### src/rtl/core/lfsa_pkg.sv
// Package for the lowest-free slot allocator: slot count, field widths,
// request kinds and status codes. No dependencies.

package lfsa_pkg;

  localparam int SLOTS   = 64;
  localparam int SLOT_W  = $clog2(SLOTS);
  localparam int CNT_W   = $clog2(SLOTS + 1);
  localparam int KIND_W  = 2;
  localparam int STAT_W  = 2;

  typedef logic [KIND_W-1:0] kind_t;
  typedef logic [STAT_W-1:0] status_t;
  typedef logic [SLOT_W-1:0] slot_t;
  typedef logic [CNT_W-1:0]  cnt_t;

  localparam kind_t KIND_CLAIM   = kind_t'(0);
  localparam kind_t KIND_RELEASE = kind_t'(1);
  localparam kind_t KIND_PROBE   = kind_t'(2);

  localparam status_t ST_OK           = status_t'(0);
  localparam status_t ST_FULL         = status_t'(1);
  localparam status_t ST_NEVER        = status_t'(2);
  localparam status_t ST_ALREADY_FREE = status_t'(3);

endpackage

### src/rtl/core/lfsa_if.sv
// Valid/ready channel interfaces for the slot allocator: request and result.
// Depends on lfsa_pkg for field widths.

interface lfsa_req_if;
  logic               valid;
  logic               ready;
  lfsa_pkg::kind_t    kind;
  lfsa_pkg::slot_t    slot;
  lfsa_pkg::cnt_t     limit;

  modport source (output valid, kind, slot, limit, input ready);
  modport sink   (input valid, kind, slot, limit, output ready);
endinterface

interface lfsa_rsp_if;
  logic               valid;
  logic               ready;
  lfsa_pkg::slot_t    granted_slot;
  logic               fresh;
  lfsa_pkg::status_t  status;
  logic               below_ok;
  lfsa_pkg::cnt_t     active_count;
  lfsa_pkg::cnt_t     created_count;

  modport source (output valid, granted_slot, fresh, status, below_ok, active_count,
                  created_count, input ready);
  modport sink   (input valid, granted_slot, fresh, status, below_ok, active_count,
                  created_count, output ready);
endinterface

### src/rtl/core/lowest_free_slot_allocator.sv
// Lowest-free slot allocator: claim, release and probe over a flop in-use map.
// Each request beat passes through the request register and then the result register,
// where its result is held valid until it is taken.
// Throughput: one request per cycle while the result side is ready; the lowest-free search
// is a single priority encode over the in-use map, done between the two registers.
// Reset (rst_n low, synchronous): in-use map and both counters cleared, no result held.
// Depends on lfsa_pkg and the channel interfaces in lfsa_if.sv.

module lowest_free_slot_allocator (
  input  logic           clk,
  input  logic           rst_n,
  lfsa_req_if.sink       in_req,
  lfsa_rsp_if.source     out_rsp
);

  // request register
  logic                  req_valid_r;
  lfsa_pkg::kind_t       req_kind_r;
  lfsa_pkg::slot_t       req_slot_r;
  lfsa_pkg::cnt_t        req_limit_r;

  // allocator state
  logic [lfsa_pkg::SLOTS-1:0] in_use_r, in_use_nxt;
  lfsa_pkg::cnt_t        active_r, active_nxt;
  lfsa_pkg::cnt_t        created_r, created_nxt;

  // result register
  logic                  rsp_valid_r;
  lfsa_pkg::slot_t       rsp_granted_r, granted_nxt;
  logic                  rsp_fresh_r, fresh_nxt;
  lfsa_pkg::status_t     rsp_status_r, status_nxt;
  logic                  rsp_below_r, below_nxt;

  logic                  rsp_free;
  logic                  do_step;

  logic [lfsa_pkg::SLOTS-1:0] created_mask;
  logic [lfsa_pkg::SLOTS-1:0] free_mask;
  logic [lfsa_pkg::SLOTS-1:0] lowest_oh;
  logic                  any_free;
  lfsa_pkg::slot_t       lowest_idx;
  lfsa_pkg::cnt_t        limit_sat;

  assign rsp_free     = !rsp_valid_r || out_rsp.ready;
  assign do_step      = req_valid_r && rsp_free;
  assign in_req.ready = !req_valid_r || do_step;

  // lowest free slot: isolate the lowest set bit, then fold it to an index
  always_comb begin
    for (int j = 0; j < lfsa_pkg::SLOTS; j++) begin
      created_mask[j] = (lfsa_pkg::cnt_t'(j) < created_r);
    end
    free_mask = ~in_use_r & created_mask;
    any_free  = |free_mask;
    lowest_oh = free_mask & (~free_mask + {{(lfsa_pkg::SLOTS-1){1'b0}}, 1'b1});
    lowest_idx = '0;
    for (int j = 0; j < lfsa_pkg::SLOTS; j++) begin
      if (lowest_oh[j]) begin
        lowest_idx = lowest_idx | lfsa_pkg::slot_t'(j);
      end
    end
  end

  assign limit_sat = (req_limit_r > lfsa_pkg::cnt_t'(lfsa_pkg::SLOTS)) ?
                     lfsa_pkg::cnt_t'(lfsa_pkg::SLOTS) : req_limit_r;

  always_comb begin
    in_use_nxt  = in_use_r;
    active_nxt  = active_r;
    created_nxt = created_r;
    granted_nxt = '0;
    fresh_nxt   = 1'b0;
    status_nxt  = lfsa_pkg::ST_OK;
    below_nxt   = 1'b0;
    unique case (req_kind_r)
      lfsa_pkg::KIND_CLAIM: begin
        if (any_free) begin
          in_use_nxt[lowest_idx] = 1'b1;
          active_nxt  = active_r + lfsa_pkg::cnt_t'(1);
          granted_nxt = lowest_idx;
        end else if (created_r < lfsa_pkg::cnt_t'(lfsa_pkg::SLOTS)) begin
          // grow the high-water mark by one fresh slot
          in_use_nxt[created_r[lfsa_pkg::SLOT_W-1:0]] = 1'b1;
          active_nxt  = active_r + lfsa_pkg::cnt_t'(1);
          created_nxt = created_r + lfsa_pkg::cnt_t'(1);
          granted_nxt = created_r[lfsa_pkg::SLOT_W-1:0];
          fresh_nxt   = 1'b1;
        end else begin
          status_nxt = lfsa_pkg::ST_FULL;
        end
      end
      lfsa_pkg::KIND_RELEASE: begin
        if (lfsa_pkg::cnt_t'(req_slot_r) >= created_r) begin
          status_nxt = lfsa_pkg::ST_NEVER;
        end else if (in_use_r[req_slot_r]) begin
          in_use_nxt[req_slot_r] = 1'b0;
          active_nxt = active_r - lfsa_pkg::cnt_t'(1);
        end else begin
          status_nxt = lfsa_pkg::ST_ALREADY_FREE;
        end
      end
      lfsa_pkg::KIND_PROBE: begin
        below_nxt = (limit_sat != '0) &&
                    ((created_r < limit_sat) ||
                     (any_free && (lfsa_pkg::cnt_t'(lowest_idx) < limit_sat)));
      end
      default: begin
        // unused kind: drop, report the counts only
      end
    endcase
  end

  always_ff @(posedge clk) begin
    if (!rst_n) begin
      req_valid_r <= 1'b0;
      rsp_valid_r <= 1'b0;
      in_use_r    <= '0;
      active_r    <= '0;
      created_r   <= '0;
    end else begin
      if (in_req.ready) begin
        req_valid_r <= in_req.valid;
      end
      if (do_step) begin
        in_use_r  <= in_use_nxt;
        active_r  <= active_nxt;
        created_r <= created_nxt;
      end
      if (rsp_free) begin
        rsp_valid_r <= req_valid_r;
      end
    end
  end

  // payload registers: no reset
  always_ff @(posedge clk) begin
    if (in_req.valid && in_req.ready) begin
      req_kind_r  <= in_req.kind;
      req_slot_r  <= in_req.slot;
      req_limit_r <= in_req.limit;
    end
    if (do_step) begin
      rsp_granted_r <= granted_nxt;
      rsp_fresh_r   <= fresh_nxt;
      rsp_status_r  <= status_nxt;
      rsp_below_r   <= below_nxt;
    end
  end

  // counts travel with the beat: state updates together with the result register
  assign out_rsp.valid         = rsp_valid_r;
  assign out_rsp.granted_slot  = rsp_granted_r;
  assign out_rsp.fresh         = rsp_fresh_r;
  assign out_rsp.status        = rsp_status_r;
  assign out_rsp.below_ok      = rsp_below_r;
  assign out_rsp.active_count  = active_r;
  assign out_rsp.created_count = created_r;

  a_active_matches_map: assert property (@(posedge clk) disable iff (!rst_n)
    $countones(in_use_r) == int'(active_r))
    else $error("active count disagrees with in-use map");

  a_active_le_created: assert property (@(posedge clk) disable iff (!rst_n)
    active_r <= created_r)
    else $error("more slots active than created");

  a_created_monotonic: assert property (@(posedge clk) disable iff (!rst_n)
    rst_n |=> created_r >= $past(created_r))
    else $error("created count went down");

  a_fresh_is_top: assert property (@(posedge clk) disable iff (!rst_n)
    (rsp_valid_r && rsp_fresh_r) |->
      (rsp_status_r == lfsa_pkg::ST_OK &&
       lfsa_pkg::cnt_t'(rsp_granted_r) + lfsa_pkg::cnt_t'(1) == created_r))
    else $error("fresh grant is not the newest slot");

endmodule

### src/flat_wrapper.sv
// flat-port wrapper written by rule: the top's interface ports become plain ports
module lowest_free_slot_allocator_flat 
  (clk, rst_n, in_req_valid, in_req_kind, in_req_slot, in_req_limit, in_req_ready, out_rsp_valid, out_rsp_granted_slot, out_rsp_fresh, out_rsp_status, out_rsp_below_ok, out_rsp_active_count, out_rsp_created_count, out_rsp_ready);
  lfsa_req_if in_req_i ();
  lfsa_rsp_if out_rsp_i ();
  input  logic clk;
  input  logic rst_n;
  input wire logic [$bits(in_req_i.valid)-1:0] in_req_valid;
  input wire logic [$bits(in_req_i.kind)-1:0] in_req_kind;
  input wire logic [$bits(in_req_i.slot)-1:0] in_req_slot;
  input wire logic [$bits(in_req_i.limit)-1:0] in_req_limit;
  output wire logic [$bits(in_req_i.ready)-1:0] in_req_ready;
  output wire logic [$bits(out_rsp_i.valid)-1:0] out_rsp_valid;
  output wire logic [$bits(out_rsp_i.granted_slot)-1:0] out_rsp_granted_slot;
  output wire logic [$bits(out_rsp_i.fresh)-1:0] out_rsp_fresh;
  output wire logic [$bits(out_rsp_i.status)-1:0] out_rsp_status;
  output wire logic [$bits(out_rsp_i.below_ok)-1:0] out_rsp_below_ok;
  output wire logic [$bits(out_rsp_i.active_count)-1:0] out_rsp_active_count;
  output wire logic [$bits(out_rsp_i.created_count)-1:0] out_rsp_created_count;
  input wire logic [$bits(out_rsp_i.ready)-1:0] out_rsp_ready;
  assign in_req_i.valid = in_req_valid;
  assign in_req_i.kind = in_req_kind;
  assign in_req_i.slot = in_req_slot;
  assign in_req_i.limit = in_req_limit;
  assign in_req_ready = in_req_i.ready;
  assign out_rsp_valid = out_rsp_i.valid;
  assign out_rsp_granted_slot = out_rsp_i.granted_slot;
  assign out_rsp_fresh = out_rsp_i.fresh;
  assign out_rsp_status = out_rsp_i.status;
  assign out_rsp_below_ok = out_rsp_i.below_ok;
  assign out_rsp_active_count = out_rsp_i.active_count;
  assign out_rsp_created_count = out_rsp_i.created_count;
  assign out_rsp_i.ready = out_rsp_ready;
  lowest_free_slot_allocator u_core (.clk(clk), .rst_n(rst_n), .in_req(in_req_i), .out_rsp(out_rsp_i));
endmodule
### config.mk
export PLATFORM = sky130hd
export DESIGN_NAME = lowest_free_slot_allocator_flat
export DESIGN_NICKNAME = d
export VERILOG_FILES = /design/src/rtl/core/lfsa_pkg.sv /design/src/rtl/core/lfsa_if.sv /design/src/rtl/core/lowest_free_slot_allocator.sv /design/src/flat_wrapper.sv
export SDC_FILE = /design/constraint.sdc
export NUM_CORES = 1
export LEC_CHECK = 0
export BUFFER_PORTS_ARGS = -buffer_cell sky130_fd_sc_hd__clkbuf_2
export CAP_MARGIN = 5
export CORE_ASPECT_RATIO = 1.2
export CORE_MARGIN = 2
export CORE_UTILIZATION = 45
export DETAILED_ROUTE_END_ITERATION = 6
export HOLD_SLACK_MARGIN = 0.02
export SYNTH_ARGS = -nofsm -noshare
export SYNTH_HDL_FRONTEND = slang
export SYNTH_SLANG_ARGS = --single-unit
### constraint.sdc
create_clock -name clk -period 4.5 [get_ports clk]
set_input_delay 0.675 -clock clk [delete_from_list [all_inputs] [get_ports clk]]
set_output_delay 0.675 -clock clk [all_outputs]
set_load 0.1 [all_outputs]
After elaboration in Yosys (flattened, before gate mapping)

Index checks and enable logic that the tools add are counted.

Input port bits: 19
Logic and storage cells: 259
Output and inout port bits: 26
Bits in registers: 105

Add/subtract/negate cells: 4
Bitwise gates (word level): 8
Equality and inequality tests: 12
Mux-type cells: 131
Order comparisons: 75
Reduce and logical (&&, ||, !) cells: 17

Operators by type and width:

| cell                                                                   | number |
|---|---|
| 64-bit two-way mux                                                     | 12 |
| 6-bit by 7-bit < comparator with 1-bit output (first input constant)   | 32 |
| 6-bit two-way mux                                                      | 37 |
| 64-bit AND                                                             | 3 |
| 64-bit NOT                                                             | 3 |
| 7-bit two-way mux                                                      | 21 |
| 64-bit OR                                                              | 2 |
| 64-bit case mux with 2 select lines                                    | 1 |
| 5-bit by 7-bit < comparator with 1-bit output (first input constant)   | 16 |
| 5-bit two-way mux                                                      | 16 |
| 64-bit by 1-bit adder with 64-bit output (second input constant)       | 1 |
| 64-bit OR reduction                                                    | 1 |
| 4-bit by 7-bit < comparator with 1-bit output (first input constant)   | 8 |
| 4-bit two-way mux                                                      | 8 |
| 3-bit by 7-bit < comparator with 1-bit output (first input constant)   | 4 |
| 2-bit two-way mux                                                      | 11 |
| 6-bit by 7-bit < comparator with 1-bit output (second input constant)  | 3 |
| 1-bit demux with 6-bit select                                          | 3 |
| 6-bit by 1-bit >= comparator with 1-bit output (second input constant) | 3 |
| 1-bit two-way mux                                                      | 15 |
| 7-bit by 1-bit adder with 7-bit output (second input constant)         | 2 |
| 1-bit by 7-bit < comparator with 1-bit output (first input constant)   | 2 |
| 2-bit by 7-bit < comparator with 1-bit output (first input constant)   | 2 |
| 7-bit case mux with 2 select lines                                     | 1 |
| other kinds (24)                                                       | 40 |

Logic depth before layout (Yosys ltp)

Word-level depth: 78
Depth in mapped cells: 22
Mapped depth without buffers: 17

Worst setup path before layout

No wires, ideal clock.

Path type: reg-to-reg
From: register u_core.created_r[0] (netlist: u_core.out_rsp.created_count[0])
To: register u_core.rsp_below_r (netlist: u_core.out_rsp.below_ok), data pin
Stages on the path, launching flop included: 21
Arrival time: 4.615 ns
Library setup time: 0.145 ns
Required time: 4.355 ns
Path slack: -0.260 ns
Buffers on the path: 5
Clock period less this slack: 4.760 ns
Path through: dfxtp_1 > buf_4 > nand3_1 > buf_2 > a211oi_1 > nor3_2 > buf_4 > nand4_1 > buf_2 > nor3_1 > buf_2 > o21ai_0 > nand4_1 > nor4_2 > inv_1 > ha_1 > nor2_1 > or4b_1 > o21ai_1 > a31oi_1 > o21ai_1

Longest elaborated chain between the ends: 72
Elaborated cells between the ends (all ways): 137
Classes of those cells: 1 x add/sub; 66 x order compare; 63 x mux; 3 x bitwise; 4 x reduce/logical

RTL lines:

| item                                          | RTL line                          | RTL |
|---|---|---|
| start, declared                               | lowest_free_slot_allocator.sv:25  | `lfsa_pkg::cnt_t created_r, created_nxt;` |
| start signal, assigned                        | lowest_free_slot_allocator.sv:127 | `created_r <= created_nxt;` |
| 1-bit by 7-bit < comparator with 1-bit output | lowest_free_slot_allocator.sv:51  | `created_mask[j] = (lfsa_pkg::cnt_t'(j) < created_r);` |
| 64-bit AND                                    | lowest_free_slot_allocator.sv:53  | `free_mask = ~in_use_r & created_mask;` |
| 64-bit NOT                                    | lowest_free_slot_allocator.sv:55  | `lowest_oh = free_mask & (~free_mask + {{(lfsa_pkg::SLOTS-1){1'b0}}, 1'b1});` |
| 64-bit by 1-bit adder with 64-bit output      | lowest_free_slot_allocator.sv:55  |  |
| 64-bit AND                                    | lowest_free_slot_allocator.sv:55  |  |
| 1-bit two-way mux                             | lowest_free_slot_allocator.sv:58  | `if (lowest_oh[j]) begin` |
| 2-bit two-way mux (2 in series)               | lowest_free_slot_allocator.sv:58  |  |
| 3-bit two-way mux (4 in series)               | lowest_free_slot_allocator.sv:58  |  |
| 4-bit two-way mux (8 in series)               | lowest_free_slot_allocator.sv:58  |  |
| 5-bit two-way mux (16 in series)              | lowest_free_slot_allocator.sv:58  |  |
| 6-bit two-way mux (32 in series)              | lowest_free_slot_allocator.sv:58  |  |
| 6-bit by 7-bit < comparator with 1-bit output | lowest_free_slot_allocator.sv:105 | `(any_free && (lfsa_pkg::cnt_t'(lowest_idx) < limit_sat)));` |
| 1-bit logical AND                             | lowest_free_slot_allocator.sv:105 |  |
| 1-bit logical OR (*)                          | lowest_free_slot_allocator.sv:104 | `((created_r < limit_sat) \|\|` |
| 1-bit logical AND (*)                         | lowest_free_slot_allocator.sv:103 | `below_nxt = (limit_sat != '0) &&` |
| end signal, assigned                          | lowest_free_slot_allocator.sv:146 | `rsp_below_r <= below_nxt;` |
| end, declared                                 | lowest_free_slot_allocator.sv:32  | `logic rsp_below_r, below_nxt;` |

Every way passes the cells marked *; elsewhere a longest branch is shown, timed or not.
A chain may end at the register's enable or synchronous reset.

Worst setup path in the final report

From: register u_core.created_r[3] (netlist: u_core.out_rsp.created_count[3])
To: register u_core.rsp_below_r (netlist: u_core.out_rsp.below_ok), data pin

The elaborated chain is that of the path after synthesis.

==> run metrics <==
Max Slew Vio Count 0; Die Width around 140 microns; H-Tree Level Count 3; period utilization 0.981; worst path arrival time around 4.5 ns; Clock Sink Count between 100 and 150; Fin. Hold Viols 0; Reg2Reg Depth 19; Final Instance Area roughly 13,000 sq um; row count 59; Pre-antenna DRT Iters 6; max-capacitance violation count 0; Finish-stage setup viols 0; CORE AREA roughly 21,000 sq um; antenna viol nets, final 0; Initial Utilization 0.454; port bufs 44; CTS tree yes; syn_area_per_cell 7.74 sq um; filler instances about 2,000; worst hold path class in2reg; Worst IR Drop VDD approximately 250 uV; largest net degree at the start of global routing 54; Fin Setup TNS 0 ns; die height between 150 and 200 microns; Register Area ~2400 sq um; WL final between 50 and 60 mm; area occupied by multi-input gates about 7000 sq um; post-layout min period 4.41 ns; Worst Clk Skew between 0.01 and 0.015 ns; internal reg-to-reg setup slack between 0.08 and 0.09 ns; Ports 45; maximum clock insertion buffer count 2; cell count after synthesis approximately 1,300; YS warnings 0; Cell Area, Synth around 9800 sq um; clock transition at the registers of the reported paths around 0.090 ns; post-synthesis register bit count approximately 110; Design Power 2.11 mW; asr flop ratio synth 0; dpl hpwl between 40 and 50 mm; Placed Instances roughly 1,800; Layout area overhead 29.5%; PwrDens roughly 170 nW/um^2; DRT iter0 DRCs between 1,500 and 2,000; Finished Layout Cells between 1,500 and 2,000; critical path class reg2reg; vias in the first global route around 12,000; share of cells above drive strength 1 0.303; DRC violations left 0; Worst Setup End Kind register; initial antenna violation count 0; Mapped Nets 1,303; Leak 5.27 nW; DR vias/cell 6.97; Yosys cell types between 100 and 150; Core Util, Final 0.588; first-pass GRT wire length about 75 mm; RD Place Congestion approximately 1.1; fin nets approximately 1,600; root buffer cell clkbuf_16; placed cell area ~12,000 sq um; number of synthesized flops with an enable pin 25; Hold Path Depth 1; vias 12,500; total CTS buffers 9; sequential share of the synthesized area 0.241; grt total ovfl 0; startpoint types register; Die Area roughly 23,000 sq um; per-cell routed wire length approximately 29 microns; clk_lat worst skew roughly 0.36 ns; worst path required time 4.61 ns; Tot GR Track Use 0.439; status finished, final reports clean; diode count 0; Rel. slew slack 0.323; CP Max Fanout 15; Worst Max-Slew Pin Slew 1.01 ns; Synth Flop Type dfxtp_1; fmax about 0.23 GHz
## through the flow
stage	setup slack (ns)	hold WS (ns)
final	0.0874	0.480
after floorplan	0.109	0.448
after detailed placement	-0.116	0.493
after global placement	-0.204	0.479
after global routing	-0.00360	0.477
after CTS	0.0175	0.478
## final timing paths
kind                                                                   start                                     to
worst max-delay path            u_core.out_rsp.created_count[3]$_SDFFE_PN0P_  u_core.out_rsp.below_ok$_SDFFCE_PP0P_
worst min-delay path                                          in_req_kind[0]         u_core.req_kind_r[0]$_DFFE_PP_
worst max register to register  u_core.out_rsp.created_count[3]$_SDFFE_PN0P_  u_core.out_rsp.below_ok$_SDFFCE_PP0P_
worst min register to register              u_core.in_use_r[19]$_SDFFE_PN0P_       u_core.in_use_r[19]$_SDFFE_PN0P_
## layer usage
metal	up-vias	GRT usage	wire, microns
met2	1061	0.658	21300
li1	5389	-	-
met3	282	0.119	6500
met4	0	0.312	4580
met1	5779	0.548	19200
met5	-	0	0
## cell usage after synthesis, types with 9 or more instances
library cell,count,area [sq um]
nand2b_1,22,138
or4_1,9,67.6
a21o_1,25,188
dfxtp_1,80,1600
nor2b_1,15,93.8
nand4_1,43,269
edfxtp_1,25,751
a31oi_1,15,93.8
a21oi_1,123,616
clkbuf_1,33,124
buf_4,15,113
nor4_1,38,238
ha_1,22,275
buf_6,16,180
nand2_1,102,383
nor2_1,115,432
and3_1,16,100
a211oi_1,20,150
mux2i_1,15,150
nor3_1,44,220
inv_1,26,97.6
mux4_2,10,225
o21ai_0,94,470
or3_1,12,75.1
and2_1,10,62.6
o31ai_1,29,218
nand3_1,49,245
buf_2,20,100
## critical path: stages, from the launching register on
cell      delay [ns]
dfxtp_4         0.41
nor4_4          0.38
buf_12          0.20
a21oi_2         0.09
nor4_4          0.26
buf_4           0.21
buf_4           0.14
nand4_1         0.27
or2_4           0.40
or4_1           0.62
nand4_1         0.19
nor4_1          0.09
nand4_1         0.08
buf_4           0.17
ha_1            0.14
o211ai_1        0.07
nor2_1          0.11
o21ai_1         0.08
a22oi_1         0.16
o21ai_1         0.08
## cell usage in the layout (no fill, tap or decap), drive strengths merged, types with 28 or more instances in the layout
cell type,netlist,routed
dfxtp,80,80
inv,27,30
nand4,44,44
a211oi,28,28
nor2,117,117
nand2,104,104
a21oi,127,127
clkbuf,33,53
buf,52,284
o21ai,100,100
nor4,47,47
o31ai,30,30
nand3,51,51
nor3,51,51
## registers in the layout, summed over array words and instances (netlist names)
signal                        flops
u_core.out_rsp.status             2
u_core.out_rsp.granted_slot       6
u_core.req_limit_r                7
u_core.out_rsp.created_count      7
u_core.out_rsp.fresh              1
u_core.req_valid_r                1
u_core.req_slot_r                 6
u_core.req_kind_r                 2
u_core.in_use_r                  64
u_core.out_rsp.valid              1
u_core.out_rsp.below_ok           1
u_core.out_rsp.active_count       7
## cells by family after synthesis
kind of cell | synth area share
AOI/OAI and AO/OA | 0.287
xor gates and xnor gates | 0.00897
adders and majority gates | 0.0303
buffers and inverters | 0.0637
DFF | 0.241
muxes | 0.0396
and+or+nand+nor | 0.330
## power breakdown
part / switching, mW / internal (mW) / total, mW
sequential: 0.0176 / 0.977 / 0.995
combinational: 0.200 / 0.0845 / 0.285
clock: 0.435 / 0.399 / 0.834
## final cells by class
| type | count | share of cell area |
|---|---|---|
| multi-input combinational | 1044 | 0.554 |
| timing repair buffer | 328 | 0.198 |
| sequential | 105 | 0.188 |
| tap | 274 | 0.0271 |
| clock buffer | 9 | 0.0178 |
| inverter | 27 | 0.00802 |
| clock inverter | 7 | 0.00663 |
## repair_timing
item                       CTS  global route
buffers inserted             1            16
setup endpoints to repair    1            13
gates resized for setup      7            49
pin swaps                    1            12
hold buffers                 0             0
Note: power is estimated with default switching activity, not from simulation.
